<file path="src/design/hcs_pkg.sv">
package hcs_pkg;

  // graph size and derived widths
  localparam int MaxVertices = 32;
  localparam int VtxW        = $clog2(MaxVertices);
  localparam int CntW        = $clog2(MaxVertices + 1);
  localparam int CmdW        = 2;

  // command codes carried on the input word
  localparam logic [CmdW-1:0] CmdAddEdge = 2'd0;
  localparam logic [CmdW-1:0] CmdSearch  = 2'd1;
  localparam logic [CmdW-1:0] CmdClear   = 2'd2;

  // datapath operations
  typedef enum logic [2:0] {
    DpNop,
    DpEdge,
    DpClear,
    DpInit,
    DpPush,
    DpPop
  } dp_op_e;

  // controller to datapath
  typedef struct packed {
    dp_op_e            op;
    logic              emit;
    logic [CntW-1:0]   rd_idx;
  } dp_cmd_t;

  // datapath to controller
  typedef struct packed {
    logic              empty;
    logic              full;
    logic              close_ok;
    logic              has_next;
    logic              emit_last;
    logic [VtxW-1:0]   rd_vertex;
  } dp_stat_t;

endpackage

</file>
<file path="src/design/hcs_datapath.sv">
module hcs_datapath (
  input  logic                         clk_i,
  input  logic                         rst_ni,
  input  hcs_pkg::dp_cmd_t             cmd_i,
  input  logic [hcs_pkg::VtxW-1:0]     edge_from_i,
  input  logic [hcs_pkg::VtxW-1:0]     edge_to_i,
  input  logic                         cfg_we_i,
  input  logic [hcs_pkg::CntW-1:0]     cfg_data_i,
  output hcs_pkg::dp_stat_t            stat_o
);

  localparam int NV = hcs_pkg::MaxVertices;
  localparam int VW = hcs_pkg::VtxW;
  localparam int CW = hcs_pkg::CntW;

  logic [NV-1:0] adj_q [NV];
  logic [NV-1:0] visited_q, visited_d;
  logic [CW-1:0] depth_q, depth_d;
  logic [CW-1:0] cur_q, cur_d;
  logic [CW-1:0] n_q, n_d;
  logic [VW-1:0] stack_q [NV];

  logic [VW-1:0] top_idx;
  logic [VW-1:0] rd_addr;
  logic [VW-1:0] rd_vertex;
  logic [NV-1:0] row;
  logic [NV-1:0] cand;
  logic [VW-1:0] next_u;
  logic          edge_ok;

  // clamp the vertex count into the supported range
  always_comb begin
    n_d = n_q;
    if (cfg_we_i) begin
      if (cfg_data_i < CW'(2)) begin
        n_d = CW'(2);
      end else if (cfg_data_i > CW'(NV)) begin
        n_d = CW'(NV);
      end else begin
        n_d = cfg_data_i;
      end
    end
  end

  // one read port on the path stack: top of stack while searching, cursor while emitting
  assign top_idx   = VW'(depth_q - CW'(1));
  assign rd_addr   = cmd_i.emit ? cmd_i.rd_idx[VW-1:0] : top_idx;
  assign rd_vertex = stack_q[rd_addr];
  assign row       = adj_q[rd_vertex];

  // unvisited neighbours at or after the cursor and below the vertex count
  always_comb begin
    for (int i = 0; i < NV; i++) begin
      cand[i] = row[i] && !visited_q[i] && (CW'(i) >= cur_q) && (CW'(i) < n_q);
    end
  end

  // lowest candidate wins
  always_comb begin
    next_u = '0;
    for (int i = NV - 1; i >= 0; i--) begin
      if (cand[i]) begin
        next_u = VW'(i);
      end
    end
  end

  assign edge_ok = ({1'b0, edge_from_i} < n_q) && ({1'b0, edge_to_i} < n_q);

  // status back to the controller
  assign stat_o.empty     = (depth_q == '0);
  assign stat_o.full      = (depth_q == n_q);
  assign stat_o.close_ok  = row[0];
  assign stat_o.has_next  = |cand;
  assign stat_o.emit_last = (cmd_i.rd_idx == n_q);
  assign stat_o.rd_vertex = rd_vertex;

  // walk state: visited set, depth and neighbour cursor
  always_comb begin
    visited_d = visited_q;
    depth_d   = depth_q;
    cur_d     = cur_q;
    case (cmd_i.op)
      hcs_pkg::DpInit: begin
        visited_d = NV'(1);
        depth_d   = CW'(1);
        cur_d     = '0;
      end
      hcs_pkg::DpPush: begin
        visited_d = visited_q | (NV'(1) << next_u);
        depth_d   = depth_q + CW'(1);
        cur_d     = '0;
      end
      hcs_pkg::DpPop: begin
        // resume the parent's scan just past the vertex being dropped
        visited_d = visited_q & ~(NV'(1) << rd_vertex);
        depth_d   = depth_q - CW'(1);
        cur_d     = {1'b0, rd_vertex} + CW'(1);
      end
      default: begin
      end
    endcase
  end

  always_ff @(posedge clk_i or negedge rst_ni) begin
    if (!rst_ni) begin
      visited_q <= '0;
      depth_q   <= '0;
      cur_q     <= '0;
      n_q       <= CW'(2);
    end else begin
      visited_q <= visited_d;
      depth_q   <= depth_d;
      cur_q     <= cur_d;
      n_q       <= n_d;
    end
  end

  // adjacency matrix: set both mirror bits, or clear everything
  always_ff @(posedge clk_i or negedge rst_ni) begin
    if (!rst_ni) begin
      for (int i = 0; i < NV; i++) begin
        adj_q[i] <= '0;
      end
    end else if (cmd_i.op == hcs_pkg::DpClear) begin
      for (int i = 0; i < NV; i++) begin
        adj_q[i] <= '0;
      end
    end else if (cmd_i.op == hcs_pkg::DpEdge && edge_ok) begin
      adj_q[edge_from_i][edge_to_i] <= 1'b1;
      adj_q[edge_to_i][edge_from_i] <= 1'b1;
    end
  end

  // path stack: root on init, new vertex on push
  always_ff @(posedge clk_i) begin
    if (cmd_i.op == hcs_pkg::DpInit) begin
      stack_q[0] <= '0;
    end else if (cmd_i.op == hcs_pkg::DpPush) begin
      stack_q[depth_q[VW-1:0]] <= next_u;
    end
  end

endmodule

</file>
<file path="src/design/hcs_ctrl.sv">
module hcs_ctrl (
  input  logic                       clk_i,
  input  logic                       rst_ni,
  input  logic                       start,
  input  logic [hcs_pkg::CmdW-1:0]   command_i,
  input  hcs_pkg::dp_stat_t          stat_i,
  output hcs_pkg::dp_cmd_t           cmd_o,
  output logic                       busy,
  output logic                       res_strobe_o,
  output logic                       found_o,
  output logic [hcs_pkg::VtxW-1:0]   vertex_o,
  output logic                       last_o
);

  localparam int VW = hcs_pkg::VtxW;
  localparam int CW = hcs_pkg::CntW;

  typedef enum logic [1:0] {
    StIdle,
    StSearch,
    StEmit
  } state_e;

  state_e        state_q, state_d;
  logic [CW-1:0] k_q, k_d;
  logic          strobe_q, strobe_d;
  logic          found_q, found_d;
  logic [VW-1:0] vertex_q, vertex_d;
  logic          last_q, last_d;

  // sequence commands and the result words
  always_comb begin
    state_d    = state_q;
    k_d        = k_q;
    strobe_d   = 1'b0;
    found_d    = found_q;
    vertex_d   = vertex_q;
    last_d     = last_q;
    cmd_o.op     = hcs_pkg::DpNop;
    cmd_o.emit   = 1'b0;
    cmd_o.rd_idx = k_q;
    case (state_q)
      StIdle: begin
        if (start) begin
          case (command_i)
            hcs_pkg::CmdAddEdge: cmd_o.op = hcs_pkg::DpEdge;
            hcs_pkg::CmdClear:   cmd_o.op = hcs_pkg::DpClear;
            hcs_pkg::CmdSearch: begin
              cmd_o.op = hcs_pkg::DpInit;
              state_d  = StSearch;
            end
            default: begin
            end
          endcase
        end
      end
      StSearch: begin
        if (stat_i.empty) begin
          // walk exhausted: one not-found word
          strobe_d = 1'b1;
          found_d  = 1'b0;
          vertex_d = '0;
          last_d   = 1'b1;
          state_d  = StIdle;
        end else if (stat_i.full) begin
          if (stat_i.close_ok) begin
            k_d     = '0;
            state_d = StEmit;
          end else begin
            cmd_o.op = hcs_pkg::DpPop;
          end
        end else if (stat_i.has_next) begin
          cmd_o.op = hcs_pkg::DpPush;
        end else begin
          cmd_o.op = hcs_pkg::DpPop;
        end
      end
      StEmit: begin
        // stream the stack bottom up, then close on vertex 0
        cmd_o.emit = 1'b1;
        strobe_d   = 1'b1;
        found_d    = 1'b1;
        last_d     = stat_i.emit_last;
        vertex_d   = stat_i.emit_last ? '0 : stat_i.rd_vertex;
        k_d        = k_q + CW'(1);
        if (stat_i.emit_last) begin
          state_d = StIdle;
        end
      end
      default: state_d = StIdle;
    endcase
  end

  always_ff @(posedge clk_i or negedge rst_ni) begin
    if (!rst_ni) begin
      state_q  <= StIdle;
      k_q      <= '0;
      strobe_q <= 1'b0;
      found_q  <= 1'b0;
      vertex_q <= '0;
      last_q   <= 1'b0;
    end else begin
      state_q  <= state_d;
      k_q      <= k_d;
      strobe_q <= strobe_d;
      found_q  <= found_d;
      vertex_q <= vertex_d;
      last_q   <= last_d;
    end
  end

  assign busy         = (state_q != StIdle);
  assign res_strobe_o = strobe_q;
  assign found_o      = found_q;
  assign vertex_o     = vertex_q;
  assign last_o       = last_q;

endmodule

</file>
<file path="src/design/hamiltonian_cycle_search.sv">
// Channel  | Direction | Handshake               | Payload
// ---------+-----------+-------------------------+----------------------------------
// command  | in        | start high, busy low    | command_i, edge_from_i, edge_to_i
// config   | in        | cfg_valid_i, cfg_ready_o| cfg_data_i (vertex_count)
// result   | out       | res_strobe_o, one cycle | found_o, vertex_o, last_o
//
// Add edge and clear finish in the accepting cycle; busy stays low.
// A search loads the root in its accepting cycle, then pushes or pops the path stack one
// step at a time (single stack read port and adjacency row lookup), checks the closing
// edge at full depth, then emits n+1 words, or a single not-found word.
// Reset is asynchronous, active low, and clears the adjacency matrix at once.
// Results are registered and cannot be stalled by the receiver.
module hamiltonian_cycle_search (
  input  logic                       clk_i,
  input  logic                       rst_ni,
  input  logic                       start,
  output logic                       busy,
  input  logic [hcs_pkg::CmdW-1:0]   command_i,
  input  logic [hcs_pkg::VtxW-1:0]   edge_from_i,
  input  logic [hcs_pkg::VtxW-1:0]   edge_to_i,
  input  logic                       cfg_valid_i,
  output logic                       cfg_ready_o,
  input  logic [hcs_pkg::CntW-1:0]   cfg_data_i,
  output logic                       res_strobe_o,
  output logic                       found_o,
  output logic [hcs_pkg::VtxW-1:0]   vertex_o,
  output logic                       last_o
);

  hcs_pkg::dp_cmd_t  dp_cmd;
  hcs_pkg::dp_stat_t dp_stat;

  // the user must write the register only while idle (the block does not enforce it), so always take it
  assign cfg_ready_o = 1'b1;

  hcs_ctrl u_ctrl (
    .clk_i        (clk_i),
    .rst_ni       (rst_ni),
    .start        (start),
    .command_i    (command_i),
    .stat_i       (dp_stat),
    .cmd_o        (dp_cmd),
    .busy         (busy),
    .res_strobe_o (res_strobe_o),
    .found_o      (found_o),
    .vertex_o     (vertex_o),
    .last_o       (last_o)
  );

  hcs_datapath u_datapath (
    .clk_i       (clk_i),
    .rst_ni      (rst_ni),
    .cmd_i       (dp_cmd),
    .edge_from_i (edge_from_i),
    .edge_to_i   (edge_to_i),
    .cfg_we_i    (cfg_valid_i & cfg_ready_o),
    .cfg_data_i  (cfg_data_i),
    .stat_o      (dp_stat)
  );

  // a result word only follows a busy cycle
  a_strobe_after_busy: assert property (@(posedge clk_i) disable iff (!rst_ni)
    res_strobe_o |-> $past(busy))
    else $error("result word without a running search");

  // a not-found word is always the lone closing word on vertex 0
  a_miss_shape: assert property (@(posedge clk_i) disable iff (!rst_ni)
    (res_strobe_o && !found_o) |-> (last_o && vertex_o == '0))
    else $error("malformed not-found word");

  // the closing word releases the block
  a_last_frees: assert property (@(posedge clk_i) disable iff (!rst_ni)
    (res_strobe_o && last_o) |-> !busy)
    else $error("still busy after the closing word");

endmodule

</file>
<file path="config.mk">
export PLATFORM = sky130hd
export DESIGN_NAME = hamiltonian_cycle_search
export DESIGN_NICKNAME = d
export VERILOG_FILES = /design/src/design/hcs_pkg.sv /design/src/design/hcs_datapath.sv /design/src/design/hcs_ctrl.sv /design/src/design/hamiltonian_cycle_search.sv
export SDC_FILE = /design/constraint.sdc
export NUM_CORES = 2
export LEC_CHECK = 0
export BUFFER_PORTS_ARGS = -buffer_cell sky130_fd_sc_hd__buf_2
export CORE_MARGIN = 10
export CORE_UTILIZATION = 35
export DETAILED_ROUTE_END_ITERATION = 16
export SYNTH_ARGS = -nofsm -noshare
export SYNTH_HDL_FRONTEND = slang
export SYNTH_SLANG_ARGS = --single-unit
</file>
<file path="constraint.sdc">
create_clock -name clk_i -period 11.81 [get_ports clk_i]
set_clock_uncertainty 0.05 [all_clocks]
set_input_delay 0.5905 -clock clk_i [delete_from_list [all_inputs] [get_ports clk_i]]
set_output_delay 0.5905 -clock clk_i [all_outputs]
set_load 0.05 [all_outputs]
</file>
# After elaboration in Yosys (flattened, before gate mapping)
# Memory sizes are Yosys's and may differ from the RTL's.
# Index checks and enable logic that the tools add are counted.
# Widths: inputs -> output; s select.
# word_totals
inputBits	22
reg_bits	1090
ram_bits	160
mem_count	1
elab_cells	389
# memory_table
name	words	word_bits	read_ports	rd_ports_with_merged_regs	wr	line_no	rtl
u_datapath.stack_q	32	5	1	0	1	hcs_datapath.sv:21	logic [VW-1:0] stack_q [NV];
# op_classes
bitwise	8
shifts	2
n_reduce_logical	148
eq_ne	20
mux	87
magnitude_cmp	77
n_addsub	4
# op_table
operator	n
$mux 1024	2
$or 1024x1024->1024	2
$demux 32 s5	2
$mux 5	37
$bmux 32 s5	1
$mux 32	4
$logic_and 1x1->1	102
$ge 5x6->1 const A	16
$lt 5x6->1 const A	16
$pmux 32 s3	1
$shl 1x5->32 const A	2
$ge 4x6->1 const A	8
$lt 4x6->1 const A	8
$and 32x32->32	1
$logic_not 1->1	32
$not 32->32	1
$or 32x32->32	1
$reduce_or 32->1	1
$mux 6	5
$ge 3x6->1 const A	4
$lt 3x6->1 const A	4
$pmux 6 s2	2
$ge 6x6->1 const B	3
$not 5->6	3
other kinds (41)	88

# Logic depth before layout (Yosys ltp)
# An unclocked memory read counts as a cell.
# depth
ltp_word	46
mapped_depth	31

# Cells and area by module
# Synthesis repeated with hierarchy kept, for this count alone.
# hier_totals
cells_unflattened	7017
area_unflattened_um2	63224.4
# modules_own_cells
mod	seq_area_each_um2	area_per_inst_um2	cells_per_inst	instances
hcs_datapath	31681.6	62301.0	6926	1
hcs_ctrl	400.4	912.1	89	1
hamiltonian_cycle_search	0.0	11.3	2	1

# Least setup slack after synthesis
# Ideal clock, no wire load.
# synth_path
path_type	register -> register
from	register u_datapath.depth_q[0]
to	memory u_datapath.stack_q[0][3] (netlist bit), data pin
t_required_ps	11220
t_arrival_ps	6976
period_less_slack_ps	7565
stages_incl_launch_ff	26
n_path_buf	7
setup_slack_ps	4245
path_cell_list	dfrtp_1 > buf_2 > clkinv_1 > buf_2 > ha_1 > buf_2 > and2b_4 > nor2_4 > mux4_2 > nand2b_1 > and4_1 > mux2_4 > buf_6 > buf_6 > buf_6 > buf_2 > mux2i_1 > mux2i_1 > a22oi_1 > a31oi_1 > o21bai_1 > nand4b_1 > and4bb_2 > a21oi_1 > inv_1 > nor4_1
# synth_between
elab_chain_cells	43
elab_cells_between_ends	150
classes_between	add/sub (1); eq/ne (3); mux (45); bitwise (1); reduce/logical (99); memory (1)
# synth_rtl
element	line_no	rtl
start, declared	hcs_datapath.sv:18	logic [CW-1:0] depth_q, depth_d;
start signal, assigned	hcs_datapath.sv:113	depth_q <= depth_d;
$sub 6x1->6	hcs_datapath.sv:46	assign top_idx = VW'(depth_q - CW'(1));
$mux 5	hcs_datapath.sv:47	assign rd_addr = cmd_i.emit ? cmd_i.rd_idx[VW-1:0] : top_idx;
$mem_v2 32x5	--	
$not 5->6 (not written as such)	hcs_datapath.sv:49	assign row = adj_q[rd_vertex];
$bmux 32 s5	hcs_datapath.sv:49	
$mux 32 (not written as such) (2 in a row)	hcs_datapath.sv:49	
$logic_and 1x1->1 (3 in a row)	hcs_datapath.sv:54	cand[i] = row[i] && !visited_q[i] && (CW'(i) >= cur_q) && (CW'(i) < n_q);
$mux 5 (32 in a row)	hcs_datapath.sv:62	if (cand[i]) begin
$mux 5 (no line) *	--	
end, declared	hcs_datapath.sv:21	
# Every way passes the cells marked *; elsewhere a longest branch is shown, timed or not. The select of a mux whose other input is x is not followed.

# Final worst setup path
# layout_path
from	register u_datapath.depth_q[0]
to	memory u_datapath.stack_q[29][0] (netlist bit), enable pin
# layout_between
elab_chain_cells	21
elab_cells_between_ends	121
classes_between	add/sub (1); eq/ne (3); mux (16); bitwise (1); reduce/logical (99); memory (1)
# layout_rtl
element	line_no	rtl
$sub 6x1->6	hcs_datapath.sv:46	
$mux 5	hcs_datapath.sv:47	
$mem_v2 32x5	--	
$not 5->6 (not written as such)	hcs_datapath.sv:49	
$bmux 32 s5	hcs_datapath.sv:49	
$mux 32 (not written as such) (2 in a row)	hcs_datapath.sv:49	
$logic_and 1x1->1 (3 in a row)	hcs_datapath.sv:54	
$reduce_or 32->1	hcs_datapath.sv:74	assign stat_o.has_next = |cand;
(+2 left out)	--	
$mux 3	hcs_ctrl.sv:58	if (stat_i.empty) begin
$pmux 3 s2	hcs_ctrl.sv:42	case (state_q)
$eq 3x3->1	hcs_datapath.sv:139	end else if (cmd_i.op == hcs_pkg::DpPush) begin
$mux 1	hcs_datapath.sv:139	
$mux 1	hcs_datapath.sv:137	if (cmd_i.op == hcs_pkg::DpInit) begin
$mux 1 (not written as such)	hcs_datapath.sv:140	stack_q[depth_q[VW-1:0]] <= next_u;
$reduce_or 5->1 (no line)	--	
$mux 5 (no line) / $mux 1 (equally long branches)	--	
# Parallel ways exist; a longest one is shown, timed or not. The select of a mux whose other input is x is not followed.

==> metrics.txt <==
outcome completed; total via count in the routed design between 50000 and 60000; cell depth of the worst flop-to-flop path 21; vias per inst ~6.5; number of search-and-repair iterations in the first detailed-routing pass 8; primary flip-flop cell chosen by synthesis mapping dfrtp_1; CTS tree built; number of different library cells in the post-synthesis netlist 97; WL final 295000 um; number of DRC violations after detailed-routing iteration 0 9909; floorplan die area 196000 um^2; number of standard cells after synthesis 6844; minimum clock period after layout 10050 ps; clock tree root driver cell clkbuf_16; critical path fanouts, max 83; number of gates given a new drive strength after cts 0; I/O pin count 32; pre-CTS setup slack approximately 2300 ps; largest net degree at the start of global routing ~210; Clk pin slew, worst setup/hold paths around 60 ps; Max Transition Viols Final 0; biggest cell delay along the critical path 1000 ps; CP dominant cell by count buf_4; share of the cycle needed by the critical path after routing 85.1%; fraction of the yosys area taken by sequential cells between 50% and 60%; GR Util All Layers between 20% and 30%; post-synthesis cell type with the largest combined area dfrtp_1; most common library cell in the layout ignoring fill and taps dfrtp_1; FF-to-FF End u_datapath.stack_q[29][0]$_DFFE_PP_; CP cell instances clkinv_1 -> buf_4 -> ha_1 -> nor2_2 -> a22o_1 -> o21ai_0 -> o22ai_1 -> o22a_4 -> nand2_8 -> inv_6 -> buf_4 -> a211oi_1 -> a2111oi_0 -> or4_1 -> a211o_1 -> o211ai_1 -> nand4b_1 -> and4bb_2 -> a21oi_1 -> nand2_1 -> nor4b_1; unrepaired setup endpoints after global routing false; post-route DRC violation count 0; number of cells on the worst hold path 3; beginning of the worst hold path cfg_data_i[1]; final hold violation count 0; setup-violating endpoint count in the final report 0; worst reg2reg setup slack 1760 ps; most frequent cells in the layout 1089 x dfrtp_1, 916 x nor2_1, 890 x a21oi_1; clock tree buffer depth 3; signed area change from the synthesized netlist to the final layout 11.5%; worst-path cell with the longest stage delay nor4b_1; Worst slew margin 7.73%; initial core utilization a little over a third; Die Wd 443 um; Synth Cell Area 62600 um^2; number of enable flip-flop cells after synthesis 160; antenna violations before repair 19; worst path setup slack after routing 1760 ps; Critical path buffers and inverters 4; fraction of synthesized cell area taken by the top area cell type about 44%; worst path arrival time 10440 ps; Max Clock Freq 99.5 MHz; y dimension of the die 443 um; number of buffers added on ports 30; synthesized flop and latch total about 1300; total number of clock tree sinks between 1000 and 1500; worst path required time approximately 12000 ps; row count 155; overflow left after global routing 0; setup_tns 0 ps; critical path start-end classification flip-flop to flip-flop; cell types occupying the most area after synthesis dfrtp_1 44%, edfxtp_1 7.7%, a21oi_1 7.1%; cell family with most CP delay simple AND/OR/NAND/NOR gates; Hold Path End u_datapath.n_q[0]$_DFFE_PN0P_; logic depth of the worst path, buffers included 21; share of flip-flops with an asynchronous set or reset after synthesis between 80% and 90%; proportion of layout cells with a drive suffix above 1 around 9%; global-route wire length before repair roughly 420000 um; Yosys warnings 0; post-CTS setup buffer count 0; total clock buffers created by CTS 141; clock insertion delay at the later pin of the skew report 850 ps; startpoint types flip-flop; Core Area ~180000 um^2; total number of H-tree levels 4; reg-to-reg critical path startpoint u_datapath.depth_q[0]$_DFFE_PN0P_; routed len/inst about 33 um; global placer's final weighted congestion 1.05; number of nets still failing antenna checks after routing 0; number of global-route vias before repair 55000; max capacitance violation total 0; Detail Placement HPWL between 150000 and 200000 um; category of the worst setup path capture point flip-flop; net count of the mapped netlist just under 7000; mean instance size in the synthesized netlist approximately 9 um^2; actual transition at the worst max-transition pin ~1400 ps; final net count 6599; class of the most critical hold timing path input pin to flip-flop
## cells in the mapped netlist, drive strengths merged, types with 9 or more instances
cell	number
a211oi	32
mux4	37
o22a	53
and3	91
nor3b	18
nand3	234
or3	10
nor2b	17
a22oi	31
a32oi	23
nor2	926
a2111oi	29
nand2b	43
and2	19
mux2	40
dfrtp	1089
a211o	10
clkbuf	454
nand2	897
a221oi	9
or2	10
xnor2	12
a31oi	25
a21o	103
nor3	49
o22ai	468
o21ai	178
xor2	9
a22o	49
nand4	33
ha	23
edfxtp	160
buf	210
inv	38
mux2i	227
o211ai	33
nor4	33
a311oi	65
a21oi	892
o31ai	34
## metrics by stage
step	instance area, um^2	hold slack (ps)	util [%]	instances
after floorplan	62600	245	-	6844
final	69800	45.2	39.2	9037
after detailed placement	64900	412	36.4	8758
after CTS	69800	14.2	39.2	9024
after global placement	64900	405	36.4	8758
after global routing	69800	60.0	39.2	9027
## kinds of logic after synthesis
logic type / count (synthesis) / share of synthesized area (%)
simple gates: 2413 / 16.5
buf+inv: 703 / 4.78
compound gates: 2129 / 21.1
mux: 304 / 5.68
xor+xnor: 21 / 0.294
other cells: 1 / 0.00599
flops: 1250 / 51.2
fa+ha+maj: 23 / 0.459
## tightest hold or removal path, cell delays in order
cell     delay (ps)
buf_2            90
nor4_1           50
o22ai_1         140
## metal layers
layer | wire length, um | global-route usage, %
met2 | 122000 | 40.4
met1 | 114000 | 37.9
met4 | 20000 | 16.6
met5 | 114 | 0
met3 | 39500 | 10.1
## registers in the layout, indices dropped and copies added (netlist names)
name / cells
u_ctrl.found_o: 1
u_ctrl.k_q: 6
u_ctrl.last_o: 1
u_ctrl.res_strobe_o: 1
u_ctrl.state_q: 2
u_ctrl.vertex_o: 5
u_datapath.adj_q: 1024
u_datapath.cur_q: 6
u_datapath.depth_q: 6
u_datapath.n_q: 6
u_datapath.stack_q: 160
u_datapath.visited_q: 32
## how the worst max path moves through the flow
stage / startpoint / to / slack [ps]
after floorplan: u_datapath.depth_q[0]$_DFFE_PN0P_ / u_datapath.stack_q[0][3]$_DFFE_PP_ / 4240
after global placement: u_datapath.depth_q[0]$_DFFE_PN0P_ / u_datapath.stack_q[29][3]$_DFFE_PP_ / 2430
after detailed placement: u_datapath.depth_q[0]$_DFFE_PN0P_ / u_datapath.stack_q[29][0]$_DFFE_PP_ / 2260
after CTS: u_datapath.depth_q[0]$_DFFE_PN0P_ / u_datapath.stack_q[18][0]$_DFFE_PP_ / 2220
after global routing: u_datapath.depth_q[0]$_DFFE_PN0P_ / u_datapath.stack_q[29][0]$_DFFE_PP_ / 1450
final: u_datapath.depth_q[0]$_DFFE_PN0P_ / u_datapath.stack_q[29][0]$_DFFE_PP_ / 1760
## area by class of cell
| type | count | area [um^2] |
|---|---|---|
| fill | 17700 | 108000 |
| sequential | 1250 | 32100 |
| multi-input combinational | 4891 | 27800 |
| clock buffer | 197 | 3970 |
| tap | 2355 | 2950 |
| timing repair buffer | 231 | 1990 |
| clock inverter | 61 | 863 |
| inverter | 39 | 154 |
| antenna | 13 | 32.5 |
## repair_timing
item | 4_1_cts | 5_1_grt
endpoints found under the setup margin | 0 | 0
hold buffers | 8 | 0
hold endpoints to repair | 60 | 0
Power is left out: the tool's default activity adds up to more than one toggle a clock period on the data nets, which glitch-free logic cannot reach.
